==> src/rtl/core/owira_pkg.sv <==
package owira_pkg;

    // Frame length thresholds
    localparam logic [7:0] MIN_FRAME_LEN = 8'd5;
    localparam logic [7:0] ID_FRAME_LEN  = 8'd12;

    // ID framing: 64 bits total, CRC over the first 56
    localparam int ID_BITS  = 64;
    localparam int CRC_BITS = 56;
    localparam int CNT_W    = 6;

    // Dallas CRC-8, reflected, x^8+x^5+x^4+1
    localparam logic [7:0] CRC_FEEDBACK = 8'h18;
    localparam logic [7:0] CRC_TOP_BIT  = 8'h80;

    // GPIO group (pin / 8) to data byte lane
    localparam logic [1:0] LANE_OF_GROUP [4] = '{2'd2, 2'd3, 2'd0, 2'd1};

    localparam int QUEUE_DEPTH_DEF = 2;

    // Configuration port
    localparam int CFG_IDX_W  = 3;
    localparam int CFG_DATA_W = 8;

    typedef enum logic [CFG_IDX_W-1:0] {
        CFG_PIN_NUMBER      = 3'd0,
        CFG_ID_TRANSACTION  = 3'd1,
        CFG_SUPERVISORY     = 3'd2,
        CFG_FRAME_TYPE_MASK = 3'd3,
        CFG_REJECT_CODE     = 3'd4,
        CFG_SREJECT_CODE    = 3'd5
    } t_cfg_idx;

    typedef struct packed {
        logic [4:0] pin_number;
        logic [7:0] id_transaction;
        logic [7:0] supervisory_mask;
        logic [7:0] frame_type_mask;
        logic [7:0] reject_code;
        logic [7:0] selective_reject_code;
    } t_cfg;

    localparam t_cfg CFG_RESET = '{
        pin_number:            5'd0,
        id_transaction:        8'd254,
        supervisory_mask:      8'd1,
        frame_type_mask:       8'd12,
        reject_code:           8'd4,
        selective_reject_code: 8'd12
    };

    // Classified frame, passed from front to back through the queue
    typedef struct packed {
        logic used;
        logic cmd_error;
        logic reject_error;
        logic fcs_error;
        logic id_hit;
        logic id_bit;
    } t_item;

    typedef struct packed {
        logic       frame_used;
        logic       cmd_error;
        logic       reject_error;
        logic       fcs_error;
        logic       error_seen;
        logic       byte_ready;
        logic [2:0] byte_index;
        logic [7:0] id_byte;
        logic       id_complete;
        logic       crc_matches;
        logic [7:0] computed_crc;
    } t_result;

    function automatic logic [7:0] crc8_bit(input logic [7:0] crc, input logic b);
        logic [7:0] res;
        if (crc[0] ^ b) begin
            res = ((crc ^ CRC_FEEDBACK) >> 1) | CRC_TOP_BIT;
        end else begin
            res = crc >> 1;
        end
        return res;
    endfunction

endpackage

==> src/rtl/core/owira_front.sv <==
module owira_front
    import owira_pkg::*;
(
    input  t_cfg       i_cfg,
    input  logic [7:0] i_frame_length,
    input  logic [7:0] i_control_byte,
    input  logic [7:0] i_transaction_id,
    input  logic [7:0] i_error_byte,
    input  logic [7:0] i_data_byte0,
    input  logic [7:0] i_data_byte1,
    input  logic [7:0] i_data_byte2,
    input  logic [7:0] i_data_byte3,
    input  logic       i_frame_check_ok,
    output t_item      o_item
);

    logic [7:0] lanes [4];
    logic [7:0] sel_lane;
    logic [7:0] frame_type;
    logic       used;
    logic       is_sframe;

    assign lanes[0] = i_data_byte0;
    assign lanes[1] = i_data_byte1;
    assign lanes[2] = i_data_byte2;
    assign lanes[3] = i_data_byte3;

    assign sel_lane   = lanes[LANE_OF_GROUP[i_cfg.pin_number[4:3]]];
    assign frame_type = i_control_byte & i_cfg.frame_type_mask;
    assign used       = (i_frame_length >= MIN_FRAME_LEN);
    assign is_sframe  = |(i_control_byte & i_cfg.supervisory_mask);

    always_comb begin
        o_item.used         = used;
        o_item.cmd_error    = used && (i_error_byte != 8'd0);
        o_item.reject_error = used && is_sframe &&
                              ((frame_type == i_cfg.reject_code) ||
                               (frame_type == i_cfg.selective_reject_code));
        o_item.fcs_error    = used && !i_frame_check_ok;
        // 12-byte length already implies a used frame
        o_item.id_hit       = (i_frame_length == ID_FRAME_LEN) &&
                              (i_transaction_id == i_cfg.id_transaction);
        o_item.id_bit       = sel_lane[i_cfg.pin_number[2:0]];
    end

endmodule

==> src/rtl/core/owira_queue.sv <==
module owira_queue
    import owira_pkg::*;
#(
    parameter int DEPTH = QUEUE_DEPTH_DEF
) (
    input  logic  i_clk,
    input  logic  i_rst_n,
    input  logic  i_push,
    input  t_item i_item,
    output logic  o_full,
    output logic  o_valid,
    input  logic  i_pop,
    output t_item o_item
);

    localparam int PTR_W = (DEPTH > 1) ? $clog2(DEPTH) : 1;
    localparam int CNT_QW = $clog2(DEPTH + 1);

    t_item             r_mem [DEPTH];
    logic [PTR_W-1:0]  r_wr_ptr, n_wr_ptr;
    logic [PTR_W-1:0]  r_rd_ptr, n_rd_ptr;
    logic [CNT_QW-1:0] r_count, n_count;
    logic              do_push, do_pop;

    assign o_full  = (r_count == CNT_QW'(DEPTH));
    assign o_valid = (r_count != '0);
    assign o_item  = r_mem[r_rd_ptr];

    assign do_push = i_push && !o_full;
    assign do_pop  = i_pop && o_valid;

    always_comb begin
        n_wr_ptr = r_wr_ptr;
        n_rd_ptr = r_rd_ptr;
        n_count  = r_count;
        if (do_push) begin
            n_wr_ptr = (r_wr_ptr == PTR_W'(DEPTH - 1)) ? '0 : r_wr_ptr + PTR_W'(1);
        end
        if (do_pop) begin
            n_rd_ptr = (r_rd_ptr == PTR_W'(DEPTH - 1)) ? '0 : r_rd_ptr + PTR_W'(1);
        end
        if (do_push && !do_pop) begin
            n_count = r_count + CNT_QW'(1);
        end else if (do_pop && !do_push) begin
            n_count = r_count - CNT_QW'(1);
        end
    end

    always_ff @(posedge i_clk) begin
        if (!i_rst_n) begin
            r_wr_ptr <= '0;
            r_rd_ptr <= '0;
            r_count  <= '0;
        end else begin
            r_wr_ptr <= n_wr_ptr;
            r_rd_ptr <= n_rd_ptr;
            r_count  <= n_count;
        end
    end

    always_ff @(posedge i_clk) begin
        if (do_push) begin
            r_mem[r_wr_ptr] <= i_item;
        end
    end

    a_count_bound: assert property (@(posedge i_clk) disable iff (!i_rst_n)
        r_count <= CNT_QW'(DEPTH))
        else $error("queue count above depth");

    a_ptr_gap: assert property (@(posedge i_clk) disable iff (!i_rst_n)
        (r_count == '0) |-> (r_wr_ptr == r_rd_ptr))
        else $error("queue pointers apart while empty");

endmodule

==> src/rtl/core/owira_back.sv <==
module owira_back
    import owira_pkg::*;
(
    input  logic    i_clk,
    input  logic    i_rst_n,
    input  logic    i_valid,
    input  t_item   i_item,
    output logic    o_pop,
    input  logic    i_out_stall,
    output logic    o_out_valid,
    output t_result o_result
);

    logic [7:0]       r_shift, n_shift;
    logic [CNT_W-1:0] r_cnt, n_cnt;
    logic [7:0]       r_crc, n_crc;
    logic             r_err, n_err;
    logic             r_out_valid;
    t_result          r_out, n_out;

    logic [7:0] shifted;
    logic       last_bit;

    // Output slot is free when empty or being taken this cycle
    assign o_pop       = i_valid && (!r_out_valid || !i_out_stall);
    assign o_out_valid = r_out_valid;
    assign o_result    = r_out;

    assign shifted  = {i_item.id_bit, r_shift[7:1]};
    assign last_bit = (r_cnt == CNT_W'(ID_BITS - 1));

    always_comb begin
        n_shift = r_shift;
        n_cnt   = r_cnt;
        n_crc   = r_crc;
        n_err   = r_err || i_item.cmd_error || i_item.reject_error || i_item.fcs_error;
        n_out   = '0;

        n_out.frame_used   = i_item.used;
        n_out.cmd_error    = i_item.cmd_error;
        n_out.reject_error = i_item.reject_error;
        n_out.fcs_error    = i_item.fcs_error;
        n_out.error_seen   = n_err;

        if (i_item.id_hit) begin
            n_shift = shifted;
            if (r_cnt < CNT_W'(CRC_BITS)) begin
                n_crc = crc8_bit(r_crc, i_item.id_bit);
            end
            if (r_cnt[2:0] == 3'd7) begin
                n_out.byte_ready = 1'b1;
                n_out.byte_index = r_cnt[5:3];
                n_out.id_byte    = shifted;
                n_shift          = '0;
            end
            if (last_bit) begin
                // CRC stops after bit 55, so r_crc is the final value here
                n_out.id_complete  = 1'b1;
                n_out.computed_crc = r_crc;
                n_out.crc_matches  = (shifted == r_crc);
                n_crc              = '0;
                n_cnt              = '0;
            end else begin
                n_cnt = r_cnt + CNT_W'(1);
            end
        end
    end

    always_ff @(posedge i_clk) begin
        if (!i_rst_n) begin
            r_shift     <= '0;
            r_cnt       <= '0;
            r_crc       <= '0;
            r_err       <= 1'b0;
            r_out_valid <= 1'b0;
        end else begin
            if (o_pop) begin
                r_shift <= n_shift;
                r_cnt   <= n_cnt;
                r_crc   <= n_crc;
                r_err   <= n_err;
            end
            if (o_pop) begin
                r_out_valid <= 1'b1;
            end else if (!i_out_stall) begin
                r_out_valid <= 1'b0;
            end
        end
    end

    always_ff @(posedge i_clk) begin
        if (o_pop) begin
            r_out <= n_out;
        end
    end

    a_byte_boundary: assert property (@(posedge i_clk) disable iff (!i_rst_n)
        (r_cnt[2:0] == 3'd0) |-> (r_shift == 8'd0))
        else $error("shift byte not clear at byte boundary");

    a_complete_last_byte: assert property (@(posedge i_clk) disable iff (!i_rst_n)
        (r_out_valid && r_out.id_complete) |->
            (r_out.byte_ready && (r_out.byte_index == 3'd7)))
        else $error("ID complete without last byte");

    a_error_sticky: assert property (@(posedge i_clk) disable iff (!i_rst_n)
        r_err |=> r_err)
        else $error("sticky error flag dropped");

    a_wrap_clears: assert property (@(posedge i_clk) disable iff (!i_rst_n)
        (o_pop && i_item.id_hit && last_bit) |=> ((r_cnt == '0) && (r_crc == 8'd0)))
        else $error("ID state not cleared after last bit");

endmodule

==> src/rtl/core/onewire_id_reply_assembler_unit.sv <==
// 1-Wire ROM ID reply assembler.
// Input channel: one reply frame summary per beat (i_in_valid / o_in_stall).
// The front classifies the frame (used, command error, reject, frame check,
// ID bit from the configured GPIO pin) and pushes it into a small queue.
// The back pops one entry per cycle while the output slot is free (empty
// or being taken), shifts the ID bit in LSB first, runs the Dallas CRC-8
// over bits 0..55 and compares byte 7 with it at bit 63. Output channel:
// one result beat per input beat (o_out_valid / i_out_stall), held in an
// output register. An accepted beat waits in the queue until the back pops
// it into the output register. Throughput: one beat per cycle; the queue
// absorbs stalls on the output, and o_in_stall rises only when the queue is full.
// Config: write port i_cfg_valid / o_cfg_ready (always ready), register index
// on i_cfg_index, data on i_cfg_data; unknown indexes are dropped. Write only
// while the block is idle.
// Reset (synchronous, active low): config to defaults, ID shift state,
// CRC and sticky error cleared, queue and output register emptied.
module onewire_id_reply_assembler_unit
    import owira_pkg::*;
#(
    parameter int QUEUE_DEPTH = QUEUE_DEPTH_DEF
) (
    input  logic                  i_clk,
    input  logic                  i_rst_n,

    input  logic                  i_in_valid,
    output logic                  o_in_stall,
    input  logic [7:0]            i_frame_length,
    input  logic [7:0]            i_control_byte,
    input  logic [7:0]            i_transaction_id,
    input  logic [7:0]            i_error_byte,
    input  logic [7:0]            i_data_byte0,
    input  logic [7:0]            i_data_byte1,
    input  logic [7:0]            i_data_byte2,
    input  logic [7:0]            i_data_byte3,
    input  logic                  i_frame_check_ok,

    output logic                  o_out_valid,
    input  logic                  i_out_stall,
    output logic                  o_frame_used,
    output logic                  o_cmd_error,
    output logic                  o_reject_error,
    output logic                  o_fcs_error,
    output logic                  o_error_seen,
    output logic                  o_byte_ready,
    output logic [2:0]            o_byte_index,
    output logic [7:0]            o_id_byte,
    output logic                  o_id_complete,
    output logic                  o_crc_matches,
    output logic [7:0]            o_computed_crc,

    input  logic                  i_cfg_valid,
    output logic                  o_cfg_ready,
    input  logic [CFG_IDX_W-1:0]  i_cfg_index,
    input  logic [CFG_DATA_W-1:0] i_cfg_data
);

    t_cfg    r_cfg, n_cfg;
    t_item   front_item;
    t_item   queue_item;
    logic    queue_full;
    logic    queue_valid;
    logic    back_pop;
    t_result result;

    // ---- configuration registers ----
    assign o_cfg_ready = 1'b1;

    always_comb begin
        n_cfg = r_cfg;
        if (i_cfg_valid) begin
            unique case (i_cfg_index)
                CFG_PIN_NUMBER:      n_cfg.pin_number            = i_cfg_data[4:0];
                CFG_ID_TRANSACTION:  n_cfg.id_transaction        = i_cfg_data;
                CFG_SUPERVISORY:     n_cfg.supervisory_mask      = i_cfg_data;
                CFG_FRAME_TYPE_MASK: n_cfg.frame_type_mask       = i_cfg_data;
                CFG_REJECT_CODE:     n_cfg.reject_code           = i_cfg_data;
                CFG_SREJECT_CODE:    n_cfg.selective_reject_code = i_cfg_data;
                default:             n_cfg = r_cfg;
            endcase
        end
    end

    always_ff @(posedge i_clk) begin
        if (!i_rst_n) begin
            r_cfg <= CFG_RESET;
        end else begin
            r_cfg <= n_cfg;
        end
    end

    // ---- front: classify ----
    owira_front u_front (
        .i_cfg            (r_cfg),
        .i_frame_length   (i_frame_length),
        .i_control_byte   (i_control_byte),
        .i_transaction_id (i_transaction_id),
        .i_error_byte     (i_error_byte),
        .i_data_byte0     (i_data_byte0),
        .i_data_byte1     (i_data_byte1),
        .i_data_byte2     (i_data_byte2),
        .i_data_byte3     (i_data_byte3),
        .i_frame_check_ok (i_frame_check_ok),
        .o_item           (front_item)
    );

    // ---- queue between front and back ----
    assign o_in_stall = queue_full;

    owira_queue #(
        .DEPTH (QUEUE_DEPTH)
    ) u_queue (
        .i_clk   (i_clk),
        .i_rst_n (i_rst_n),
        .i_push  (i_in_valid),
        .i_item  (front_item),
        .o_full  (queue_full),
        .o_valid (queue_valid),
        .i_pop   (back_pop),
        .o_item  (queue_item)
    );

    // ---- back: ID assembly, CRC, output register ----
    owira_back u_back (
        .i_clk       (i_clk),
        .i_rst_n     (i_rst_n),
        .i_valid     (queue_valid),
        .i_item      (queue_item),
        .o_pop       (back_pop),
        .i_out_stall (i_out_stall),
        .o_out_valid (o_out_valid),
        .o_result    (result)
    );

    assign o_frame_used   = result.frame_used;
    assign o_cmd_error    = result.cmd_error;
    assign o_reject_error = result.reject_error;
    assign o_fcs_error    = result.fcs_error;
    assign o_error_seen   = result.error_seen;
    assign o_byte_ready   = result.byte_ready;
    assign o_byte_index   = result.byte_index;
    assign o_id_byte      = result.id_byte;
    assign o_id_complete  = result.id_complete;
    assign o_crc_matches  = result.crc_matches;
    assign o_computed_crc = result.computed_crc;

endmodule

==> config.mk <==
export PLATFORM = sky130hd
export DESIGN_NAME = onewire_id_reply_assembler_unit
export DESIGN_NICKNAME = d
export VERILOG_FILES = /design/src/rtl/core/owira_pkg.sv /design/src/rtl/core/owira_front.sv /design/src/rtl/core/owira_queue.sv /design/src/rtl/core/owira_back.sv /design/src/rtl/core/onewire_id_reply_assembler_unit.sv
export SDC_FILE = /design/constraint.sdc
export NUM_CORES = 1
export LEC_CHECK = 0
export ABC_CLOCK_PERIOD_IN_PS = 3300
export BUFFER_PORTS_ARGS = -buffer_cell sky130_fd_sc_hd__buf_2
export CAP_MARGIN = 10
export CELL_PAD_IN_SITES_DETAIL_PLACEMENT = 0
export CELL_PAD_IN_SITES_GLOBAL_PLACEMENT = 2
export CORE_UTILIZATION = 36
export DETAILED_ROUTE_END_ITERATION = 6
export HOLD_SLACK_MARGIN = 0.12
export PLACE_DENSITY = 0.88
export SYNTH_ARGS = -nofsm -noshare
export SYNTH_HDL_FRONTEND = slang
export SYNTH_SLANG_ARGS = --single-unit
==> constraint.sdc <==
create_clock -name i_clk -period 3.3 [get_ports i_clk]
set_input_delay 0.66 -clock i_clk [delete_from_list [all_inputs] [get_ports i_clk]]
set_output_delay 0.66 -clock i_clk [all_outputs]
set_load 0.01 [all_outputs]
==> flow_summary.ini <==
[synth]
yosysSeqAreaShare_pct = 52.2
avgSynthCellArea_um2 = 9.94
syn_nets = 591
synthFlopType = dfxtp_1
synthArstFlopShare_pct = 0
synth_seq_cells = 112
ys_warn_count = 0
syn_inst = 507
netlist_area_mm2 = 0.00504
synth_edf_count = 39
synth.distinct_cells = 40

[global_route]
grt_pass1_wl_um = 17900
grt_pass1_vias = 3651
gr-usage-all-layers_pct = 15.8
grt_overflow = 0
grt_max_degree = 62
antenna_found_initial = 0

[layout]
fin_nets = 693
antennaDiodeCount = 0
post-route-util_pct = 44.6
syn2layout_area_growth_pct = 19.2
drive_above_1_share_pct = 22.3

[critical_path]
crit_arrival_ps = 2190
startpoint = r_cfg[44]$_SDFFE_PN0P_
path_cells = mux2i_1, a22oi_1, nand4b_1, a21oi_1, a311o_1
worst_setup_path_start_kind = flop
cp_slowest_cell = dfxtp_1
worstSetupEndpointType = flop
crit_type = reg -> reg
cp_max_fo = 17
reg2reg_from = r_cfg[44]$_SDFFE_PN0P_
critical_path_required_ps = 3390
slowest_delay_ps = 910

[floorplanning]
rows = 42
die_area_mm2 = 0.0145
dieWidth_um = 120
floorplan.core_area_mm2 = 0.0135
initial_core_util_pct = 37.5
chipHeight_um = 120
boundaryPins = 111

[place]
place_congestion = 0.808
portBuffers = 109
hpwl_um = 8120

[flow_run]
drv_cap = 0

[drt]
drt-initial-drc-count = 177
firstDrtPassIters = 4
drt_wl_total_um = 10900
num_vias = 3835
avgRoutedWirePerCell_um = 13.8
ant_nets = 0
drcViolationCount = 0
via_per_inst = 4.85

[clock_network]
clock_sinks = 112
cts_tree = yes
cts_buffers = 9
clk_pin_slew_ps = 70
h-tree-depth = 3
insertion_delay_ps = 340
holdBufCountCts = 0
clockBufferDepth = 2
post_cts_buffers = 0
cts-root-buf = clkbuf_16
cts_resized = 0

[power_and_ir_drop]
total_power_w = 0.00349
ir_drop_mv = 0.226
p_per_area_mw_per_mm2 = 582
power_leakage_nw = 2.26

[timing]
clock_skew_ps = 6.82
tns_ps = 0
setup_viol = 0
fmax_ghz = 0.475
timing.slew.headroom_pct = 32.6
grt_setup_unrepaired = no
final_hold_viol_count = 0
final.min_clock_period_ps = 2100
tightestPinTransition_ps = 1000
fin_crit_sh_pct = 63.8
slew_violations = 0

[hold_path]
min_from = r_cfg[31]$_SDFFE_PN0P_
hp-class = reg -> reg

[run_status]
status = completed
-- final timing paths --
path | to | slack, ps | cells after the start
min | r_cfg[31]$_SDFFE_PN0P_ | 470 | 2
max reg2reg | u_queue.r_mem[0][0]$_DFFE_PP_ | 1200 | 5
max | u_queue.r_mem[0][0]$_DFFE_PP_ | 1200 | 5
min reg2reg | r_cfg[31]$_SDFFE_PN0P_ | 470 | 2
-- kinds of logic after synthesis --
group	share of synthesized area, %
flops	52.2
compound gates	9.61
fa+ha+maj	0.745
buf+inv	2.06
xor+xnor	7.30
other cells	0.0744
simple gates	22.5
mux	5.46
-- through the flow --
stage	hold WS (ps)	instances	instance area [um2]	setup WS, ps
final	468	790	6000	1200
after detailed placement	462	774	5740	963
after CTS	472	790	6000	1170
after global routing	492	790	6000	1040
after global placement	453	774	5740	1080
after floorplan	441	507	5040	1000
-- where the power goes --
group	switching, W	internal, W
clock	0.000473	0.000511
sequential	0.0000936	0.00167
combinational	0.000436	0.000309
total	0.00100	0.00249
-- layer usage --
layer	vias to the layer above	track usage, %	wire length (um)
met1	1805	19.6	5060
met2	70	26.9	5390
li1	1947	-	-
met3	13	3.21	324
met4	0	6.10	157
met5	-	0	0
-- cells in the mapped netlist, drive strengths merged, types with 2 or more instances --
cell,n,area share [%]
nand2,115,8.6
nor3,4,0.50
and2,24,3.0
a22oi,14,2.1
nand3b,6,0.89
or4,3,0.60
xnor2,32,5.6
a211oi,2,0.30
nand3,19,1.9
or2,2,0.25
nand4b,2,0.35
or3,2,0.25
nand2b,3,0.37
nor2b,19,2.4
nor3b,2,0.50
edfxtp,39,23
a21boi,35,5.2
buf,6,0.65
nor4,7,0.87
ha,3,0.75
xor2,10,1.7
dfxtp,73,29
mux2i,23,4.6
nand4,5,0.62
clkbuf,15,1.1
a21oi,7,0.70
mux2,4,0.89
o21ai,4,0.40
nor2,12,0.89
inv,4,0.30
and3,5,0.62
-- registers in the layout, indices dropped and copies added, names as in the netlist, named ones only --
register	count
r_cfg	45
u_back.o_out_valid	1
u_back.o_result	27
u_back.r_cnt	6
u_back.r_crc	8
u_back.r_err	1
u_back.r_shift	7
u_queue.r_count	2
u_queue.r_mem	12
u_queue.r_rd_ptr	1
u_queue.r_wr_ptr	1
-- cells in the final DEF (no fill, tap or decap), drive strengths merged, types with 7 or more instances in the layout --
| master | synthesis | layout |
|---|---|---|
| nand2 | 115 | 115 |
| a22oi | 14 | 14 |
| xor2 | 10 | 10 |
| dfxtp | 73 | 73 |
| nor2 | 12 | 12 |
| clkbuf | 15 | 11 |
| nor2b | 19 | 19 |
| nor4 | 7 | 7 |
| a21boi | 35 | 35 |
| edfxtp | 39 | 39 |
| xnor2 | 32 | 32 |
| a21oi | 7 | 7 |
| nand3 | 19 | 19 |
| buf | 6 | 112 |
| mux2i | 23 | 23 |
| and2 | 24 | 24 |
-- final cells by class --
| type | instances | area (um2) |
|---|---|---|
| Fill cell | 1332 | 7450 |
| Inverter | 4 | 15.0 |
| Sequential cell | 112 | 2630 |
| Multi-Input combinational cell | 370 | 2300 |
| Clock inverter | 5 | 33.8 |
| Clock buffer | 11 | 233 |
| Tap cell | 176 | 220 |
| Timing Repair Buffer | 112 | 568 |
-- worst max-delay path, delay by kind of cell (launching register included) --
family | cells | cell delay (ps)
DFF | 1 | 910
AOI/OAI and AO/OA | 3 | 520
muxes | 1 | 270
and+or+nand+nor | 1 | 140
No activity file was read; power rests on OpenSTA's default activity.
